--- config.mk ---
export PLATFORM = sky130hd
export DESIGN_NAME = lsc_div_cell
export DESIGN_NICKNAME = d
export VERILOG_FILES = /design/src/lsc_pkg.sv /design/src/lsc_div_cell.sv
export SDC_FILE = /design/constraint.sdc
export NUM_CORES = 1
export LEC_CHECK = 0
export BUFFER_PORTS_ARGS = -buffer_cell sky130_fd_sc_hd__buf_2
export CAP_MARGIN = 40
export CORE_AREA = 8 8 245 247
export DETAILED_ROUTE_END_ITERATION = 8
export DIE_AREA = 0 0 253 255
export PLACE_DENSITY_LB_ADDON = 0.15
export SYNTH_ARGS = -nofsm -noshare
export SYNTH_HDL_FRONTEND = slang
export SYNTH_SLANG_ARGS = --single-unit
--- constraint.sdc ---
create_clock -name clk -period 0.9 [get_ports clk]
set_clock_uncertainty 0.05 [all_clocks]
set_input_delay 0.09 -clock clk [delete_from_list [all_inputs] [get_ports clk]]
set_output_delay 0.09 -clock clk [all_outputs]
set_load 0.01 [all_outputs]
--- src/lsc_pkg.sv ---
// Package: shared types and constants for the line segment window clipper.
`default_nettype none
package lsc_pkg;

	localparam int COORD_WIDTH = 16;
	// Differences of two coordinates and fraction terms
	localparam int WIDE_WIDTH = COORD_WIDTH + 1;
	// Cross products of two wide terms
	localparam int PROD_WIDTH = 2 * WIDE_WIDTH;
	localparam int NUM_BOUNDS = 4;
	localparam int NUM_LANES = 4;

	typedef logic signed [COORD_WIDTH-1:0] coord_t;
	typedef logic signed [WIDE_WIDTH-1:0] wide_t;
	typedef logic signed [PROD_WIDTH-1:0] prod_t;
	typedef logic [COORD_WIDTH-1:0] mag_t;

	// Configuration register indexes
	typedef enum logic [1:0] {
		REG_WIN_X_MIN = 2'd0,
		REG_WIN_Y_MIN = 2'd1,
		REG_WIN_X_MAX = 2'd2,
		REG_WIN_Y_MAX = 2'd3
	} reg_idx_t;

	localparam coord_t WIN_X_MIN_RST = COORD_WIDTH'(0);
	localparam coord_t WIN_Y_MIN_RST = COORD_WIDTH'(0);
	localparam coord_t WIN_X_MAX_RST = COORD_WIDTH'(639);
	localparam coord_t WIN_Y_MAX_RST = COORD_WIDTH'(479);

	typedef struct packed {
		coord_t start_x;
		coord_t start_y;
		coord_t end_x;
		coord_t end_y;
	} seg_t;

	typedef struct packed {
		logic   visible;
		coord_t clip_start_x;
		coord_t clip_start_y;
		coord_t clip_end_x;
		coord_t clip_end_y;
	} clip_t;

	// Which boundary a cell tests
	typedef struct packed {
		logic lo_side;
		logic y_axis;
	} bsel_t;

	// Segment and parameter interval [n0/d0, n1/d1] carried down the boundary cells
	typedef struct packed {
		coord_t x0;
		coord_t y0;
		wide_t  dx;
		wide_t  dy;
		wide_t  n0;
		wide_t  d0;
		wide_t  n1;
		wide_t  d1;
		logic   ok;
	} tstate_t;

	// Products formed in the first half of a boundary cell
	typedef struct packed {
		tstate_t st;
		wide_t   tn;
		wide_t   td;
		logic    pz;
		logic    pneg;
		logic    qneg;
		prod_t   tn_d0;
		prod_t   n0_td;
		prod_t   tn_d1;
		prod_t   n1_td;
	} bmul_t;

	// One coordinate under restoring division
	typedef struct packed {
		coord_t x;
		logic   neg;
		mag_t   d;
		mag_t   rem;
		mag_t   dvd;
		mag_t   quo;
	} lane_t;

	typedef struct packed {
		logic                  ok;
		lane_t [NUM_LANES-1:0] lane;
	} divst_t;

endpackage
`default_nettype wire

--- src/lsc_div_cell.sv ---
// Division cell: one restoring step for each of the four clipped coordinates.
`default_nettype none
module lsc_div_cell (
	input  wire logic            clk,
	input  wire logic            arst_n,
	input  wire logic            adv,
	input  wire logic            in_vld,
	input  wire lsc_pkg::divst_t in_dv,
	output logic                 out_vld,
	output lsc_pkg::divst_t      out_dv
);

	lsc_pkg::divst_t nxt_dv;

	// Shift in one dividend bit and subtract the divisor where it fits
	always_comb begin
		logic [lsc_pkg::COORD_WIDTH:0] r2;
		logic [lsc_pkg::COORD_WIDTH:0] diff;
		logic                          ge;
		nxt_dv = in_dv;
		for (int j = 0; j < lsc_pkg::NUM_LANES; j++) begin
			r2   = {in_dv.lane[j].rem, in_dv.lane[j].dvd[lsc_pkg::COORD_WIDTH-1]};
			diff = r2 - {1'b0, in_dv.lane[j].d};
			ge   = (r2 >= {1'b0, in_dv.lane[j].d});
			nxt_dv.lane[j].rem = ge ? diff[lsc_pkg::COORD_WIDTH-1:0]
			                        : r2[lsc_pkg::COORD_WIDTH-1:0];
			nxt_dv.lane[j].dvd = {in_dv.lane[j].dvd[lsc_pkg::COORD_WIDTH-2:0], 1'b0};
			nxt_dv.lane[j].quo = {in_dv.lane[j].quo[lsc_pkg::COORD_WIDTH-2:0], ge};
		end
	end

	// Advance the valid bit
	always_ff @(posedge clk or negedge arst_n) begin
		if (!arst_n) begin
			out_vld <= 1'b0;
		end else if (adv) begin
			out_vld <= in_vld;
		end
	end

	// Advance the payload
	always_ff @(posedge clk) begin
		if (adv) begin
			out_dv <= nxt_dv;
		end
	end

endmodule
`default_nettype wire

# Yosys cells after proc, flatten, opt, wreduce, memory -nomap -nowiden
# Cells that the tools add are included.
# classes
addsub,4
n_lt_le_gt_ge,4
n_mux,4
# ops
operator,n
>= comparator 17 x 16 -> 1 bit,4
two-way mux 16 bit,4
subtractor 16 bit,4
# word_totals
ff_bits,322
in_bits,329
wordCells,38

# Logic depth before layout (Yosys ltp)
# logic_depth
ltp_word,2
mapped_depth,12

# Worst setup path after synthesis
# Ideal clock, no wire load.
# synth_path
path_type,input port to flip-flop
start,input in_dv[213] in the netlist's numbering
end,"register out_dv[198] in the netlist's numbering, data pin"
setup_time_ns,0.260
arrival_time_ns,2.164
required_time_ns,0.590
path_slack_ns,-1.574
cell_stages,9
cell_sequence,inv_1 ha_1 a21o_1 a21oi_2 a21oi_1 o21a_1 o31a_1 a2111oi_4 mux2_4
# synth_rtl
item,line,text
from (decl),lsc_div_cell.sv:8,"input wire lsc_pkg::divst_t in_dv,"
to (signal assigned),lsc_div_cell.sv:44,out_dv <= nxt_dv;
to (decl),lsc_div_cell.sv:10,output lsc_pkg::divst_t out_dv

==> impl_metrics.json <==
{
  "cts_max_path_buffers": 3,
  "core_area_sq_um": 56000,
  "netlist_top_cells_area": "edfxtp_1, ha_1, mux2_2",
  "slowest_stage": "o31a_1",
  "maxCapViolations": 0,
  "h-tree-depth": 2,
  "die_y_microns": 255,
  "finalWorstSetupSlack_ps": -967,
  "yosys.area_share.simple_pct": 5.58,
  "vias_per_cell": 4.15,
  "wl_met3_mm": 4.49,
  "synth.mux.area_fraction_pct": 2.71,
  "multiInputGateArea_sq_um": 4440,
  "synth_most_common_cell": "edfxtp_1",
  "path_class": "in -> reg",
  "finalNetCount": 2540,
  "synth_compound_area_share_pct": 8.44,
  "arrival_ps": 2100,
  "met1Wirelength_mm": 19.8,
  "async_reset_ff_share_pct": 0.311,
  "path_cells": "buf_12 -> inv_12 -> ha_4 -> a21o_1 -> a21oi_2 -> a21oi_2 -> o21a_1 -> o31a_1 -> a2111oi_4 -> buf_6 -> buf_12 -> buf_12 -> o21ai_2",
  "antenna_found_initial": 8,
  "place_congestion": 0.821,
  "wl_met2_mm": 28.3,
  "final_util_pct": 45.9,
  "synth_top_family_by_area": "compound AO/OA/AOI/OAI gates",
  "clock-sinks": 322,
  "crit_path_end_kind": "flip-flop",
  "p_leak_nw": 11.2,
  "syn_inst": 899,
  "grt_pass1_vias": 13400,
  "die-area_sq_um": 64500,
  "routedWlPerCell_microns": 18.5,
  "regToRegSetupSlack_ps": 80,
  "fin_crit_sh_pct": 207,
  "io_buffers": 646,
  "failed_checks": "negative hold slack, negative setup slack",
  "first_iter_violations": 416,
  "clk_latency_ps": 530,
  "grt_max_degree": 32,
  "whs_ps": -310,
  "start_kind": "primary input",
  "hpwl_mm": 40.8,
  "initial_utilization_pct": 24.4,
  "synthAdderAreaFrac_pct": 6.46,
  "final_cell_area_sq_um": 25700,
  "cts-buffers-inserted": 38,
  "synth_area_leader_cell": "edfxtp_1",
  "min_path_type": "in -> reg",
  "period_needed_ps": 1870,
  "synth_area_sq_um": 13600,
  "drc": 0,
  "synth_ff_type": "edfxtp_1",
  "firstDrtPassIters": 4,
  "synth_xor_xnor_area_share_pct": 2.95,
  "yosys.cell_types.count": 56,
  "final-seq-area_sq_um": 9660,
  "syn_to_final_growth_pct": 88.2,
  "dieWidth_microns": 253,
  "fmaxAchievable_mhz": 536,
  "ys_seq_area_share_pct": 70.9,
  "synth-edff-count": 321,
  "top_level_ports": 655,
  "fillers": 5153,
  "path_clk_slew_ps": 60,
  "cpPeakStageDelay_ps": 330,
  "wl_mm": 54.1,
  "ir_drop_mv": 1.50,
  "vias": 12200,
  "grt_overflow": 0,
  "highest_layer": "met5",
  "grtUsageTotal_pct": 15.8,
  "netlist_top_cells_count": "edfxtp_1, inv_1, ha_1",
  "post_route_cells_drive_above_1_share_pct": 51.7,
  "tritoncts": "built",
  "final-hold-violation-count": 16,
  "slew_violations": 0,
  "yosys_warnings": 0,
  "core.rowCount": 87,
  "rsz0062_at_grt": "yes",
  "grt_pass1_wl_mm": 79.2,
  "cp_max_fo": 7,
  "status": "finished with violations",
  "synth.avg_cell_area_sq_um": 15.2,
  "post_dp_cell_area_sq_um": 20100,
  "ant_nets": 0,
  "synth_top_area_share_pct": 70.7,
  "setup_viol": 395,
  "required_ps": 1130,
  "ys_ff_latch": 322,
  "p_per_area_nw_per_um2": 1720,
  "cts_root_buf": "clkbuf_16",
  "cpMostUsedCell": "buf_12"
}
-- path summary, 6_finish.rpt --
kind	start	to	cells after the start
min in group asynchronous	arst_n	out_vld	3
worst min register to register	out_vld	out_vld	1
max in group asynchronous	arst_n	out_vld	3
worst max-delay path	in_dv[213]	out_dv[203]	13
worst min-delay path	in_dv[291]	out_dv[291]	1
worst max register to register	out_vld	out_vld	1
-- cell type report --
cell class / count / share of cell area, %
sequential: 322 / 37.6
timing repair buffer: 1216 / 35.2
multi-input combinational: 485 / 17.3
clock buffer: 46 / 3.90
tap: 756 / 3.68
inverter: 80 / 1.46
clock inverter: 22 / 0.780
antenna: 5 / 0.0487
-- repair_timing --
item / CTS / global route
resized for setup: 177 / 64
setup buffers: 22 / 12
pin swaps: 58 / 21
hold endpoints to repair: 336 / 21
setup endpoints to repair: 390 / 395
gates cloned: 3 / 0
hold buffers: 319 / 2
-- cells in the final DEF (no fill, tap or decap), drive strengths merged, types with 10 or more instances in the layout --
cell type and count:
a21oi 36, clkbuf 46, ha 64, nand2 61, inv 83, clkinv 15, xnor2 25, nor3 10
xor2 21, o21ai 59, a21o 18, dlygate4sd3 320, nand4 10, buf 896, nor2 38, mux2 28
edfxtp 321, nand2b 12
-- worst max-delay path, delay by kind of cell --
| kind | cells | cell delay, ps |
|---|---|---|
| buf+inv | 5 | 550 |
| fa+ha+maj | 1 | 230 |
| compound gates | 7 | 1220 |
-- report_power, final --
group / switching (mW) / internal, mW / total (mW)
clock network: 6.25 / 8.84 / 15.1
registers: 0.405 / 18.2 / 18.6
logic: 4.78 / 5.58 / 10.4
-- through the flow --
stage	instances	setup TNS [ps]	hold slack [ps]	setup WS, ps	power [mW]
2_1_floorplan	902	-80450	-256	-1410	22.6
3_3_place_gp	2509	-113030	-184	-1640	27.1
3_5_place_dp	2509	-114440	-184	-1630	27.2
4_1_cts	2920	-162510	-358	-905	44.5
5_1_grt	2929	-173020	-351	-1020	46.2
6_report	2932	-147360	-310	-967	44.1
-- kinds of logic (layout without fill, tap and decap cells) --
logic type,Yosys count,count (layout)
and+or+nand+nor,163,163
muxes,33,33
buffers and inverters,95,1364
other,1,9
adders and majority gates,68,68
DFF,322,322
AOI/OAI and AO/OA,171,171
xor gates and xnor gates,46,46
-- layer usage --
metal | up-vias | track usage, %
li1 | 5858 | -
met1 | 5807 | 16.7
met2 | 409 | 29.5
met3 | 77 | 5.16
met4 | 6 | 5.00
met5 | - | 0
-- sequential cells by signal, summed over array words and instances, names as in the netlist --
register  count
out_vld       1
out_dv      321
No activity file was read; power rests on OpenSTA's default activity.
