## src/lsc_pkg.sv

```systemverilog
// Package: shared types and constants for the line segment window clipper.
`default_nettype none
package lsc_pkg;

	localparam int COORD_WIDTH = 16;
	// Differences of two coordinates and fraction terms
	localparam int WIDE_WIDTH = COORD_WIDTH + 1;
	// Cross products of two wide terms
	localparam int PROD_WIDTH = 2 * WIDE_WIDTH;
	localparam int NUM_BOUNDS = 4;
	localparam int NUM_LANES = 4;

	typedef logic signed [COORD_WIDTH-1:0] coord_t;
	typedef logic signed [WIDE_WIDTH-1:0] wide_t;
	typedef logic signed [PROD_WIDTH-1:0] prod_t;
	typedef logic [COORD_WIDTH-1:0] mag_t;

	// Configuration register indexes
	typedef enum logic [1:0] {
		REG_WIN_X_MIN = 2'd0,
		REG_WIN_Y_MIN = 2'd1,
		REG_WIN_X_MAX = 2'd2,
		REG_WIN_Y_MAX = 2'd3
	} reg_idx_t;

	localparam coord_t WIN_X_MIN_RST = COORD_WIDTH'(0);
	localparam coord_t WIN_Y_MIN_RST = COORD_WIDTH'(0);
	localparam coord_t WIN_X_MAX_RST = COORD_WIDTH'(639);
	localparam coord_t WIN_Y_MAX_RST = COORD_WIDTH'(479);

	typedef struct packed {
		coord_t start_x;
		coord_t start_y;
		coord_t end_x;
		coord_t end_y;
	} seg_t;

	typedef struct packed {
		logic   visible;
		coord_t clip_start_x;
		coord_t clip_start_y;
		coord_t clip_end_x;
		coord_t clip_end_y;
	} clip_t;

	// Which boundary a cell tests
	typedef struct packed {
		logic lo_side;
		logic y_axis;
	} bsel_t;

	// Segment and parameter interval [n0/d0, n1/d1] carried down the boundary cells
	typedef struct packed {
		coord_t x0;
		coord_t y0;
		wide_t  dx;
		wide_t  dy;
		wide_t  n0;
		wide_t  d0;
		wide_t  n1;
		wide_t  d1;
		logic   ok;
	} tstate_t;

	// Products formed in the first half of a boundary cell
	typedef struct packed {
		tstate_t st;
		wide_t   tn;
		wide_t   td;
		logic    pz;
		logic    pneg;
		logic    qneg;
		prod_t   tn_d0;
		prod_t   n0_td;
		prod_t   tn_d1;
		prod_t   n1_td;
	} bmul_t;

	// One coordinate under restoring division
	typedef struct packed {
		coord_t x;
		logic   neg;
		mag_t   d;
		mag_t   rem;
		mag_t   dvd;
		mag_t   quo;
	} lane_t;

	typedef struct packed {
		logic                  ok;
		lane_t [NUM_LANES-1:0] lane;
	} divst_t;

endpackage
`default_nettype wire

```

## src/lsc_bound_cell.sv

```systemverilog
// Boundary cell: cross-multiplies and narrows the parameter interval for one window edge.
`default_nettype none
module lsc_bound_cell (
	input  wire logic             clk,
	input  wire logic             arst_n,
	input  wire logic             adv,
	input  wire lsc_pkg::bsel_t   sel,
	input  wire lsc_pkg::coord_t  win,
	input  wire logic             in_vld,
	input  wire lsc_pkg::tstate_t in_st,
	output logic                  out_vld,
	output lsc_pkg::tstate_t      out_st
);

	logic            vld_s1;
	lsc_pkg::bmul_t  mul_s1;
	lsc_pkg::bmul_t  mul_d;
	lsc_pkg::tstate_t nxt_st;
	lsc_pkg::wide_t  pos;
	lsc_pkg::wide_t  delta;
	lsc_pkg::wide_t  p;
	lsc_pkg::wide_t  q;

	// Form p and q for this edge, then the four cross products
	always_comb begin
		pos   = sel.y_axis ? lsc_pkg::WIDE_WIDTH'(in_st.y0) : lsc_pkg::WIDE_WIDTH'(in_st.x0);
		delta = sel.y_axis ? in_st.dy : in_st.dx;
		if (sel.lo_side) begin
			p = -delta;
			q = pos - lsc_pkg::WIDE_WIDTH'(win);
		end else begin
			p = delta;
			q = lsc_pkg::WIDE_WIDTH'(win) - pos;
		end
		mul_d.st    = in_st;
		mul_d.pz    = (p == '0);
		mul_d.pneg  = p[lsc_pkg::WIDE_WIDTH-1];
		mul_d.qneg  = q[lsc_pkg::WIDE_WIDTH-1];
		mul_d.tn    = mul_d.pneg ? -q : q;
		mul_d.td    = mul_d.pneg ? -p : p;
		mul_d.tn_d0 = mul_d.tn * in_st.d0;
		mul_d.n0_td = in_st.n0 * mul_d.td;
		mul_d.tn_d1 = mul_d.tn * in_st.d1;
		mul_d.n1_td = in_st.n1 * mul_d.td;
	end

	// Reject or tighten the interval from the registered products
	always_comb begin
		nxt_st = mul_s1.st;
		if (mul_s1.st.ok) begin
			priority if (mul_s1.pz) begin
				if (mul_s1.qneg) nxt_st.ok = 1'b0;
			end else if (mul_s1.pneg) begin
				if (mul_s1.tn_d1 > mul_s1.n1_td) begin
					nxt_st.ok = 1'b0;
				end else if (mul_s1.tn_d0 > mul_s1.n0_td) begin
					nxt_st.n0 = mul_s1.tn;
					nxt_st.d0 = mul_s1.td;
				end
			end else begin
				if (mul_s1.tn_d0 < mul_s1.n0_td) begin
					nxt_st.ok = 1'b0;
				end else if (mul_s1.tn_d1 < mul_s1.n1_td) begin
					nxt_st.n1 = mul_s1.tn;
					nxt_st.d1 = mul_s1.td;
				end
			end
		end
	end

	// Advance the valid bits
	always_ff @(posedge clk or negedge arst_n) begin
		if (!arst_n) begin
			vld_s1  <= 1'b0;
			out_vld <= 1'b0;
		end else if (adv) begin
			vld_s1  <= in_vld;
			out_vld <= vld_s1;
		end
	end

	// Advance the payload
	always_ff @(posedge clk) begin
		if (adv) begin
			mul_s1 <= mul_d;
			out_st <= nxt_st;
		end
	end

endmodule
`default_nettype wire

```

## config.mk

```make
export PLATFORM = sky130hd
export DESIGN_NAME = lsc_bound_cell
export DESIGN_NICKNAME = d
export VERILOG_FILES = /design/src/lsc_pkg.sv /design/src/lsc_bound_cell.sv
export SDC_FILE = /design/constraint.sdc
export NUM_CORES = 2
export LEC_CHECK = 0
export ABC_AREA = 1
export BUFFER_PORTS_ARGS = -buffer_cell sky130_fd_sc_hd__buf_2
export CAP_MARGIN = 20
export CORE_ASPECT_RATIO = 1.1
export CORE_MARGIN = 1
export CORE_UTILIZATION = 35
export CTS_CLUSTER_SIZE = 12
export DETAILED_ROUTE_END_ITERATION = 7
export GPL_TIMING_DRIVEN = 0
export HOLD_SLACK_MARGIN = 0.06
export SKIP_CTS_REPAIR_TIMING = 1
export SYNTH_ARGS = -nofsm -noshare
export SYNTH_HDL_FRONTEND = slang
export SYNTH_SLANG_ARGS = --single-unit
```

## constraint.sdc

```tcl
create_clock -name clk -period 3.67 [get_ports clk]
set_input_delay 0.367 -clock clk [delete_from_list [all_inputs] [get_ports clk]]
set_output_delay 0.367 -clock clk [all_outputs]
set_load 0.05 [all_outputs]
```

# --- Word level (Yosys, flattened, before mapping) ---
# Cells that the tools add are included.
word_totals:
  word_cells: 62
  out_inout_bits: 136
  register_bits: 445
op_classes:
  n_reduce_logical: 1
  n_mux: 19
  n_mul: 4
  n_addsub: 5
  n_lt_le_gt_ge: 4
op_table:
  columns: ["op", "count"]
  rows:
  - ["34-bit 2-to-1 mux", 6]
  - ["17-bit by 17-bit multiplier with 34-bit output", 4]
  - ["17-bit 2-to-1 mux", 6]
  - ["69-bit 2-to-1 mux", 1]
  - ["34-bit > comparator", 2]
  - ["34-bit less-than comparator", 2]
  - ["68-bit 2-to-1 mux", 1]
  - ["17-bit negation", 3]
  - ["17-bit logical NOT", 1]
  - ["16-bit by 17-bit subtractor with 17-bit output", 1]
  - ["17-bit by 16-bit subtractor with 17-bit output", 1]
  - ["1-bit 2-to-1 mux", 5]

# --- Longest topological paths before layout ---
depth:
  depth_word: 6
  mapped_depth: 51

# --- Worst setup path before layout ---
# No wires, ideal clock.
synth_path:
  kind: "input to register"
  start: "input sel[0] (netlist bit)"
  end: "register mul_s1[64] (netlist bit), data pin"
  path_stages: 40
  setup_slack_ns: -4.681
  arrival_ns: 8.092
  setup_time_ns: 0.259
  cell_sequence: "buf_6 -> inv_4 -> buf_6 -> clkbuf_1 -> or2_2 -> o21ai_0 -> inv_1 -> fa_1 -> nand2_1 -> nand2_1 -> ha_1 -> inv_1 -> nor2_1 -> nand2_1 -> nor2_1 -> nand3_1 -> nor2_1 -> nand2_1 -> (+4 left out) -> nand2_1 -> fa_1 -> fa_1 -> inv_1 -> fa_1 -> fa_1 -> fa_1 -> inv_1 -> fa_1 -> inv_1 -> ha_1 -> nand2_1 -> nor4_1 -> nand3_1 -> nand3_1 -> a31o_2 -> a21oi_1 -> xnor2_1"
synth_lines:
  columns: ["item", "line", "source"]
  rows:
  - ["start, declared", "lsc_bound_cell.sv:7", "input wire lsc_pkg::bsel_t sel,"]
  - ["end signal, assigned", "lsc_bound_cell.sv:85", "mul_s1 <= mul_d;"]
  - ["end, declared", "lsc_bound_cell.sv:16", "lsc_pkg::bmul_t mul_s1;"]

==> run summary <==
For the pin with the worst max-slew slack, the measured transition is 917 ps. Counting every sink on the clock net gives 445. The largest single stage delay on the critical path is 550 ps. Summing all multi-input logic gate instances after layout gives 45,400 um^2. The checks that failed: setup timing.

The worst setup skew after layout was 35.2 ps; the critical path data required time was 4120 ps. The global-route wire length before repair was 318,000 um. The worst setup slack for register-to-register paths is -680 ps. STA classifies the critical path endpoint as a flop.

Before antenna repair, the detailed router went through 7 iterations. In the final routed layout, each cell accounts on average for 21.7 um. The number of DRC markers in iteration 0 was 3,354; the die footprint was 184,000 um^2. The count of unresolved DRC violations after routing was 0; the critical-path maximum fanout was 7.

The vias per cell came out at 4.92. The distinct cell type count after synthesis came out at 55. For hold timing, the worst endpoint is mul_s1[231]. In the synthesized netlist the dominant register cell turns out to be sky130_fd_sc_hd__edfxtp_1. The class of the tightest hold or removal check is input pin to flop. Final global-route overflow total: 0. The startpoint identified for the worst hold timing path is in_st[58].

Counting instances in the post-synthesis netlist gives the leading cell types as sky130_fd_sc_hd__inv_1 (1,729), sky130_fd_sc_hd__nand2_1 (1,347), sky130_fd_sc_hd__fa_1 (1,186). The detailed router placed 49,324 vias in this run. The tools report the root buffer cell as sky130_fd_sc_hd__clkbuf_16.

The average instance in the mapped netlist occupies 9.12 um^2. Port buffering added 291 buffers. The combined area of all synthesized cells came out at 63,600 um^2. The fill cell instance count of the final layout came out at 17,628. The number of global-route vias before repair is 51,651, and the worst slew slack as a fraction of its limit is 38.2%. The starting density of the core is 35.3%, and the core area is 180,000 um^2. The async set or reset register ratio after synthesis is 0.449%. Entering global routing, the biggest net connects 127 pins.

The final critical-path setup slack is -4270 ps, and the shortest clock period the worst path allows after layout is 7940 ps. Clock input transition at the sequential cells of the worst setup and hold paths: 60 ps. The weighted congestion at the end of routability-driven global placement is 0.974, and the deepest clock path buffer count is 3.

Clock latency on the worst-skew pair, taken at its later pin, is 690 ps. Synthesis produced 6,979 cells. The final number of hold-violating endpoints was 0.

Data arrives at the worst endpoint at 8400 ps. The number of nets in the synthesized netlist is 8,765. Of the synthesized area, sequential elements account for 21.0%. Based on the critical path, the design can be clocked at up to 0.126 GHz. The total of endpoints with negative setup slack in the final report was 180; the share of the clock period used by the worst path was 216%.

The y dimension of the die is 449 um. Clock tree synthesis inserted a total of 52 buffers. Across the run, the number of max-cap violations was 0. Setup repair after global routing could not meet its margin everywhere. Row generation in the floorplan step produced 163 rows. The share of post-route cells with drive strength above 1 works out to 16.2%.

The hold path depth works out to 1. Counting cells, the worst reg-to-reg path comes to 14. Ranked by total cell area, the synthesized netlist is headed by sky130_fd_sc_hd__fa_1 (37%), sky130_fd_sc_hd__edfxtp_1 (21%), sky130_fd_sc_hd__inv_1 (10%). The dominant cell by count in the synthesized netlist was sky130_fd_sc_hd__inv_1. The most numerous cell type found on the critical path is sky130_fd_sc_hd__fa_1.

Once detail routing completed, the nets flagged for antenna violations numbered 0. The flow ran to the end, but the final reports show violations. Kind of critical path: input pin to flop.

Once layout is complete, the utilization of the core stands at 42.1%. Startpoint type of the worst setup path: an input pin. The detailed-route wire length was 217,000 um. Measured along the x axis, the die boundary spans 409 um.

TritonCTS built the clock tree. The number of enable-type register cells in the synthesized netlist was 443; the number of max-slew violations in the final report was 0. The run gives 24 as the number of antenna violations at the first check in global routing. Reg-to-reg critical path startpoint: mul_s1[84]. The standard cell with the maximum stage delay on the critical path is sky130_fd_sc_hd__fa_1.

At the end of the flow, the number of nets in the layout was 9,375. Yosys printed 0 warnings. Detailed placement ended at an HPWL of 179,000 um. The number of H-tree branching levels was 2; the number of ports placed on the die boundary was 293. In the global route stage, overall resource usage came out at 23.3%. From synthesis to final layout, the design area changed by 19.2%. The synthesized design contains 445 register bits. The run gives 13,400 um^2 as the sequential cell area.

In this run the critical register-to-register path is captured at out_st[15]. After synthesis, the largest area contributor takes up 37.3% of total cell area. Most area-hungry cell type in the Yosys netlist: sky130_fd_sc_hd__fa_1.
## critical path, delay by kind of cell
kind,cells,cell delay [ps]
fa+ha+maj,10,4060
simple gates,19,2080
buf+inv,12,1000
compound gates,4,560
xor+xnor,1,290
## sequential cells by signal, summed over array words and instances (netlist names)
| register | flops |
|---|---|
| out_st | 135 |
| out_vld | 1 |
| vld_s1 | 1 |
| mul_s1 | 308 |
## metal layers
| layer | part of all wire [%] | vias up | wire length, um | global-route usage (%) |
|---|---|---|---|---|
| met5 | 0.056 | - | 122 | 0 |
| met4 | 5.6 | 20 | 12100 | 11.3 |
| met3 | 7.9 | 452 | 17300 | 4.54 |
| li1 | - | 21965 | - | - |
| met2 | 48 | 1902 | 105000 | 39.2 |
| met1 | 38 | 24985 | 83000 | 28.6 |
## cells in the final DEF (no fill, tap or decap), types with 12 or more instances in the layout
cell and instances:
sky130_fd_sc_hd__a21o_1 14, sky130_fd_sc_hd__a21oi_1 158, sky130_fd_sc_hd__a21oi_2 51, sky130_fd_sc_hd__buf_1 12
sky130_fd_sc_hd__buf_12 28, sky130_fd_sc_hd__buf_2 306, sky130_fd_sc_hd__buf_4 138, sky130_fd_sc_hd__buf_6 44
sky130_fd_sc_hd__buf_8 17, sky130_fd_sc_hd__clkbuf_1 95, sky130_fd_sc_hd__clkbuf_16 55, sky130_fd_sc_hd__clkinv_1 21
sky130_fd_sc_hd__dlygate4sd3_1 114, sky130_fd_sc_hd__edfxtp_1 443, sky130_fd_sc_hd__fa_1 1146, sky130_fd_sc_hd__fa_2 40
sky130_fd_sc_hd__ha_1 362, sky130_fd_sc_hd__ha_2 25, sky130_fd_sc_hd__ha_4 56, sky130_fd_sc_hd__inv_1 1688
sky130_fd_sc_hd__inv_2 51, sky130_fd_sc_hd__nand2_1 1254, sky130_fd_sc_hd__nand2_2 73, sky130_fd_sc_hd__nand2_4 44
sky130_fd_sc_hd__nand3_1 121, sky130_fd_sc_hd__nand3_2 13, sky130_fd_sc_hd__nand4_1 35, sky130_fd_sc_hd__nor2_1 616
sky130_fd_sc_hd__nor2_2 55, sky130_fd_sc_hd__nor2_4 16, sky130_fd_sc_hd__o21ai_0 99, sky130_fd_sc_hd__o21ai_1 22
sky130_fd_sc_hd__o21ai_2 32, sky130_fd_sc_hd__or2_2 12, sky130_fd_sc_hd__xnor2_1 62, sky130_fd_sc_hd__xnor2_2 12
sky130_fd_sc_hd__xor2_1 64, sky130_fd_sc_hd__xor2_2 29
## cell families after synthesis
family	Yosys count	share of synthesized area (%)
and+or+nand+nor	2303	14.7
DFF	445	21.0
AOI/OAI and AO/OA	452	3.87
adders and majority gates	1629	46.0
buffers and inverters	1981	12.1
xor gates and xnor gates	169	2.39
## worst max path at each step
stage | startpoint | to | slack (ps) | depth (start not counted)
floorplan | sel[0] | mul_s1[67] | -4210 | 44
global placement | sel[0] | mul_s1[67] | -5920 | 40
detailed placement | sel[0] | mul_s1[67] | -6070 | 38
CTS | sel[0] | mul_s1[67] | -5420 | 40
global route | sel[0] | mul_s1[132] | -4560 | 45
finish | sel[0] | mul_s1[67] | -4270 | 46
## layout make-up
class / count / share of cell area [%]
Multi-Input combinational cell: 4555 / 59.8
Sequential cell: 445 / 17.6
Inverter: 1778 / 9.02
Timing Repair Buffer: 556 / 5.23
Tap cell: 2392 / 3.94
Buffer: 200 / 2.14
Clock buffer: 63 / 1.77
Clock inverter: 28 / 0.409
Antenna cell: 8 / 0.0264
Timing Repair inverter: 1 / 0.0115
## per-stage QoR
step,setup TNS [ps],cells,instance area (um^2),hold WS [ps],setup slack [ps]
2_1_floorplan,-390700,6979,64400,71.4,-4210
3_3_place_gp,-2712390,9662,68800,151,-5920
3_5_place_dp,-628010,9665,68900,156,-6070
4_1_cts,-530090,9756,70600,-572,-5420
5_1_grt,-472000,10021,75900,60.1,-4560
6_report,-420610,10026,75900,76.9,-4270
Power is not shown: default switching activity piles up to over one toggle a cycle in this logic, so the estimate is an artifact.
